`src/rtl/plh_pkg.sv`:
```
// Shared constants and field widths for the packet latency histogram.
package plh_pkg;

  localparam int RINGS_DEF = 16;
  localparam int SLOTS_DEF = 1024;

  localparam int MODE_W   = 2;
  localparam int RING_W   = 4;
  localparam int TIME_W   = 64;
  localparam int BIN_W    = 10;
  localparam int DIVISOR_W = 7;
  localparam int CFG_IDX_W = 1;

  localparam logic [MODE_W-1:0] MODE_STAMP   = 2'd0;
  localparam logic [MODE_W-1:0] MODE_MEASURE = 2'd1;
  localparam logic [MODE_W-1:0] MODE_READ    = 2'd2;

  localparam logic [CFG_IDX_W-1:0] REG_SAMPLE_INTERVAL = 1'b0;
  localparam logic [CFG_IDX_W-1:0] REG_CYCLES_PER_NS   = 1'b1;

endpackage

```
`src/rtl/plh_div.sv`:
```
// Sequential 64 by 7 bit unsigned divider, eight quotient bits per cycle.
module plh_div (
  input  logic                            clk,
  input  logic                            rst,
  input  logic                            start,
  input  logic [plh_pkg::TIME_W-1:0]      dividend,
  input  logic [plh_pkg::DIVISOR_W-1:0]   divisor,
  output logic                            done,
  output logic [plh_pkg::TIME_W-1:0]      quotient
);
  import plh_pkg::*;

  localparam int BITS_PER_CYCLE = 8;
  localparam int STEPS = TIME_W / BITS_PER_CYCLE;
  localparam int STEP_W = $clog2(STEPS);

  logic                  busy;
  logic [STEP_W-1:0]     step;
  logic [TIME_W-1:0]     num;
  logic [DIVISOR_W-1:0]  rem;
  logic [DIVISOR_W-1:0]  dvs;
  logic [TIME_W-1:0]     num_next;
  logic [DIVISOR_W-1:0]  rem_next;

  always_comb begin
    logic [DIVISOR_W:0] r;
    num_next = num;
    rem_next = rem;
    for (int i = 0; i < BITS_PER_CYCLE; i++) begin
      r = {rem_next, num_next[TIME_W-1]};
      num_next = {num_next[TIME_W-2:0], 1'b0};
      if (r >= {1'b0, dvs}) begin
        rem_next = DIVISOR_W'(r - {1'b0, dvs});
        num_next[0] = 1'b1;
      end else begin
        rem_next = r[DIVISOR_W-1:0];
      end
    end
  end

  always_ff @(posedge clk) begin
    if (rst) begin
      busy <= 1'b0;
      step <= '0;
      done <= 1'b0;
    end else begin
      done <= 1'b0;
      if (start) begin
        busy <= 1'b1;
        step <= '0;
        num  <= dividend;
        rem  <= '0;
        dvs  <= divisor;
      end else if (busy) begin
        num  <= num_next;
        rem  <= rem_next;
        step <= step + 1'b1;
        if (step == STEP_W'(STEPS - 1)) begin
          busy <= 1'b0;
          done <= 1'b1;
        end
      end
    end
  end

  assign quotient = num;

endmodule

```
`config.mk`:
```
export PLATFORM = sky130hd
export DESIGN_NAME = plh_div
export DESIGN_NICKNAME = d
export VERILOG_FILES = /design/src/rtl/plh_pkg.sv /design/src/rtl/plh_div.sv
export SDC_FILE = /design/constraint.sdc
export NUM_CORES = 1
export LEC_CHECK = 0
export BUFFER_PORTS_ARGS = -buffer_cell sky130_fd_sc_hd__buf_2
export CORE_ASPECT_RATIO = 0.6
export CORE_MARGIN = 2
export CORE_UTILIZATION = 40
export DETAILED_ROUTE_END_ITERATION = 16
export HOLD_SLACK_MARGIN = 0.02
export PLACE_DENSITY = 0.6
export SLEW_MARGIN = 25
export SYNTH_ARGS = -nofsm -noshare
export SYNTH_HDL_FRONTEND = slang
export SYNTH_SLANG_ARGS = --single-unit
```
`constraint.sdc`:
```
create_clock -name clk -period 15.75 [get_ports clk]
set_clock_uncertainty 0.15 [all_clocks]
set_input_delay 1.575 -clock clk [delete_from_list [all_inputs] [get_ports clk]]
set_output_delay 1.575 -clock clk [all_outputs]
set_load 0.01 [all_outputs]
```
Word-level counts from Yosys, hierarchy flattened. Index checks and enable logic that the tools add are counted.

Bits in registers: 83. Input bits: 74. Word-level logic and storage cells: 54.

Add/sub/neg operators: 9. $lt $le $gt $ge: 8. Equality and inequality tests: 1. Muxes and demuxes: 23. Bitwise operators: 2. Reductions and logical operators: 5.

Operator list (count): $mux W64 (2); $ge A8 B7 Y1 (8); $mux W7 (9); $sub A7 B7 Y7 (8); $mux W1 (12); $reduce_and A2 Y1 (2); $add A3 B1 Y3 const B (1); $eq A3 B3 Y1 const B (1); $reduce_or A3 Y1 (1); $not A1 Y1 (2); $reduce_bool A2 Y1 (1); $reduce_or A2 Y1 (1).

Logic depth before layout (Yosys ltp).
Word-level depth: 18. Mapped depth: 75. Depth with buffers taken out: 71.

Worst setup path before layout. OpenSTA, ideal clock, no wires.

Kind: reg2reg. Start point: register dvs[1]. End point: register num[0] (netlist: quotient[0]) (data pin). Library setup time: 0.260 ns. Arrival: 15.437 ns. Data required time: 15.340 ns. Slack: -0.097 ns. Stages on the path, launching flop included: 69. Path buffers: 4. Path through: edfxtp_1 inv_1 fa_1 nand3_1 a311o_1 and2_1 buf_6 mux2_2 ha_1 nor2b_1 o31a_1 o31ai_1 o211ai_4 buf_4 mux2_2 ha_1 o21a_1 o31a_1 [... 33 more ...] o21bai_1 a21o_1 a21oi_1 o21ai_0 a21o_1 nor3_4 mux2i_1 ha_1 nor2b_1 o21ai_0 nand2b_1 a21o_1 a21oi_1 o21ai_0 a21o_1 a211o_1 buf_6 mux2_2.

Cells in the longest elaborated chain, start to end: 18.

Ends and longest elaborated chain: from (decl) (line plh_div.sv:21) `logic [DIVISOR_W-1:0] dvs;`; from (signal assigned) (line plh_div.sv:53) `dvs <= divisor;`; $sub A7 B7 Y7 / $ge A8 B7 Y1 (equally long branches) (line plh_div.sv:33, plh_div.sv:32); $mux W7 (line plh_div.sv:32) `if (r >= {1'b0, dvs}) begin`; $sub A7 B7 Y7 / $ge A8 B7 Y1 (equally long branches) (line plh_div.sv:33, plh_div.sv:32); $mux W7 (line plh_div.sv:32); $sub A7 B7 Y7 / $ge A8 B7 Y1 (equally long branches) (line plh_div.sv:33, plh_div.sv:32); $mux W7 (line plh_div.sv:32); $sub A7 B7 Y7 / $ge A8 B7 Y1 (equally long branches) (line plh_div.sv:33, plh_div.sv:32); $mux W7 (line plh_div.sv:32); [... 2 more ...]; $sub A7 B7 Y7 / $ge A8 B7 Y1 (equally long branches) (line plh_div.sv:33, plh_div.sv:32); $mux W7 (line plh_div.sv:32); $ge A8 B7 Y1 / $sub A7 B7 Y7 (equally long branches) (line plh_div.sv:32, plh_div.sv:33); $mux W7 (line plh_div.sv:32); $ge A8 B7 Y1 * (line plh_div.sv:32); $mux W1 * (line plh_div.sv:32); $mux W64 * (line plh_div.sv:54) `end else if (busy) begin`; $mux W64 * (line plh_div.sv:48) `if (start) begin`; to (signal assigned) (line plh_div.sv:51) `num <= dividend;`; to (signal assigned) (line plh_div.sv:55) `num <= num_next;`; to (decl) (line plh_div.sv:19) `logic [TIME_W-1:0] num;`.

Mark *: on every way between the ends. The rest lies on a longest branch, timed or not. The select of a mux whose other input is x is not followed. A chain may end at the register's enable or synchronous reset.

Worst setup path in the final report.
Start point: register dvs[5]. End point: register rem[1] (data pin).

Cells in the longest elaborated chain, start to end: 17.

Ends and longest elaborated chain: $sub A7 B7 Y7 / $ge A8 B7 Y1 (equally long branches) (line plh_div.sv:33, plh_div.sv:32); $mux W7 (line plh_div.sv:32); $sub A7 B7 Y7 / $ge A8 B7 Y1 (equally long branches) (line plh_div.sv:33, plh_div.sv:32); $mux W7 (line plh_div.sv:32); $ge A8 B7 Y1 / $sub A7 B7 Y7 (equally long branches) (line plh_div.sv:32, plh_div.sv:33); $mux W7 (line plh_div.sv:32); $sub A7 B7 Y7 / $ge A8 B7 Y1 (equally long branches) (line plh_div.sv:33, plh_div.sv:32); $mux W7 (line plh_div.sv:32); $sub A7 B7 Y7 / $ge A8 B7 Y1 (equally long branches) (line plh_div.sv:33, plh_div.sv:32); $mux W7 (line plh_div.sv:32); $sub A7 B7 Y7 / $ge A8 B7 Y1 (equally long branches) (line plh_div.sv:33, plh_div.sv:32); $mux W7 (line plh_div.sv:32); $ge A8 B7 Y1 / $sub A7 B7 Y7 (equally long branches) (line plh_div.sv:32, plh_div.sv:33); $mux W7 (line plh_div.sv:32); $sub A7 B7 Y7 / $ge A8 B7 Y1 (equally long branches) (line plh_div.sv:33, plh_div.sv:32); $mux W7 * (line plh_div.sv:32); $mux W7 * (line plh_div.sv:54); to (signal assigned) (line plh_div.sv:56) `rem <= rem_next;`; to (decl) (line plh_div.sv:20) `logic [DIVISOR_W-1:0] rem;`.

Marks and branches as above.

==> out/summary.txt <==
CP max stage cell: edfxtp_1
crit start category: register
Worst Hold Class: register to register
Max Cap Violations: 0
setup_tns: 0 ns
critical path's largest stage delay: 0.39 ns
cell area after synthesis: 6540 sq um
Seq/Total Area, Yosys: 0.374
post-synthesis sequential element count: 83
GP Congestion: 0.915
final wirelength: 18,300 microns
most frequent cells in the layout: buf_2 (137), buf_4 (96), mux2_2 (78), edfxtp_1 (78), ha_1 (49)
DRT antenna net count: 0
Iter 0 DRT Violations: 235
Clk pin slew, worst setup/hold paths: 0.07 ns
slew margin rel.: 0.468
synth unique cells: 64
Via density: 5.35
H-tree depth: 3
die height: 103 microns
Clock Tree Root: clkbuf_16
Hold-fix buffers, CTS: 0
row cnt: 36
CTS Sinks: 83
grt ovf: 0
CP required: 15.76 ns
hold slack: 0.384 ns
setup violators final: 0
syn_nets: 712
DP Wirelength: 14,400 microns
crit path max fanout: 9
largest net degree at the start of global routing: 58
Residual DRC: 0
Total GRT Usage: 0.212
final worst-path cycle share: 0.964
initial core utilization: 0.405
die width: 169 microns
Syn-to-layout area delta: 33.2%
CP Class: register to register
CTS tree: yes
EDFF count, synth: 78
layout cell share with drive strength beyond 1: 0.491
Avg Cell Area, Syn: 11.4 sq um
final hold vios: 0
Critical Path Sink Type: register
Core ar.: 16,100 sq um
ys async rst share: 0
Nets: 944
fmax: 65.8 MHz
Placement Setup Slack: -0.178 ns
hold depth: 2
clk buf depth: 2
multi-input gate area in the final layout: 4120 sq um
crit path DAT: 15.19 ns
Via Count: 5,443
worst-skew pair later-pin latency: 0.34 ns
cell count after synthesis: 572
initial antenna violation count: 0
1st-pass router iterations: 4
first-pass GRT wire length: 28,300 microns
IO Pins: 139
worst-margin pin slew: 0.796 ns
Synth warnings: 0
post-layout min period: 15.19 ns
Synth Flop Type: edfxtp_1
WL/cell: 18.0 microns
FF+latch area: 2440 sq um
Port Buf Inserts: 138
Antenna Diode Count: 0
vias in the first global route: 5,392
setup ws final: 0.563 ns
fin. max-slew vios: 0
most common cell after layout, fill and taps aside: buf_2
CTS Buf Count: 9
die area: 17,400 sq um
R2R depth: 67
outcome: finished clean
number of fill cells: 1,415
## area by class of cell
| cell class | instances | area share |
|---|---|---|
| Multi-Input combinational cell | 436 | 0.473 |
| Sequential cell | 83 | 0.280 |
| Timing Repair Buffer | 235 | 0.165 |
| Tap cell | 209 | 0.0300 |
| Clock buffer | 9 | 0.0259 |
| Inverter | 39 | 0.0168 |
| Clock inverter | 7 | 0.00934 |
## worst paths after layout
path         endpoint    start  slack, ns
max reg2reg    rem[1]   dvs[5]       0.56
min reg2reg   step[1]  step[1]       0.38
min           step[1]  step[1]       0.38
max            rem[1]   dvs[5]       0.56
## layer usage
layer	global-route usage	vias up	wire, microns	part of all wire
met2	0.321	159	7670	0.42
met1	0.303	2638	9100	0.50
met3	0.0572	14	1330	0.073
li1	-	2632	-	-
met4	0.0493	0	189	0.010
met5	0	-	0	0
## Yosys cell counts (3+ instances only)
cell type,count,share of area
mux2_2,81,0.14
edfxtp_1,78,0.36
ha_1,58,0.11
inv_1,39,0.022
nor2_1,28,0.016
o21ai_0,24,0.018
mux2i_1,23,0.035
nor2b_1,22,0.021
xnor2_1,21,0.028
a21oi_1,18,0.014
nand2_1,16,0.0092
a21o_1,10,0.011
nand2b_1,9,0.0086
nand3_1,9,0.0069
fa_1,8,0.024
o21a_1,7,0.0080
clkbuf_1,6,0.0034
nand4_1,6,0.0057
nor3_1,6,0.0046
nor3b_1,6,0.0069
xor2_1,6,0.0080
a211oi_1,5,0.0057
dfxtp_1,5,0.015
a31oi_1,4,0.0038
buf_1,4,0.0023
o31a_1,4,0.0054
o31ai_1,4,0.0046
a21boi_0,3,0.0034
a311oi_1,3,0.0040
and3_1,3,0.0029
and4_1,3,0.0040
buf_6,3,0.0052
mux2_1,3,0.0052
mux2_4,3,0.0069
o21bai_1,3,0.0034
## state kept, by name, summed over array words and instances, names as in the netlist
| signal | flops |
|---|---|
| quotient | 64 |
| done | 1 |
| step | 3 |
| busy | 1 |
| rem | 7 |
| dvs | 7 |
## stage by stage
step,instances,util,instance area [sq um]
finish,1018,0.540,8710
global route,1018,0.540,8710
CTS,1012,0.524,8450
detailed placement,995,0.502,8100
floorplan,572,-,6540
global placement,995,0.502,8100
## worst max-delay path, delay by kind of cell, from the launching register on
kind	cells	cell delay, ns
AO/OA/AOI/OAI	31	6.56
flip-flops	1	0.39
buffers and inverters	9	1.36
adder cells (fa/ha/maj)	8	2.32
multiplexers	9	2.59
AND/OR/NAND/NOR	10	1.63
## cells by family after synthesis
logic type,share of synthesized area
and+or+nand+nor,0.108
muxes,0.187
DFF,0.374
AOI/OAI and AO/OA,0.125
xor gates and xnor gates,0.0362
buffers and inverters,0.0356
adders and majority gates,0.135
## what timing repair did
item,4_1_cts,5_1_grt
endpoints found under the hold margin,0,0
gates cloned,0,1
endpoints found under the setup margin,8,8
buffers inserted,1,5
pin swaps,1,19
gates resized for setup,9,53
Power is left out: the tool's default activity adds up to more than one toggle a clock period on the data nets, which glitch-free logic cannot reach.
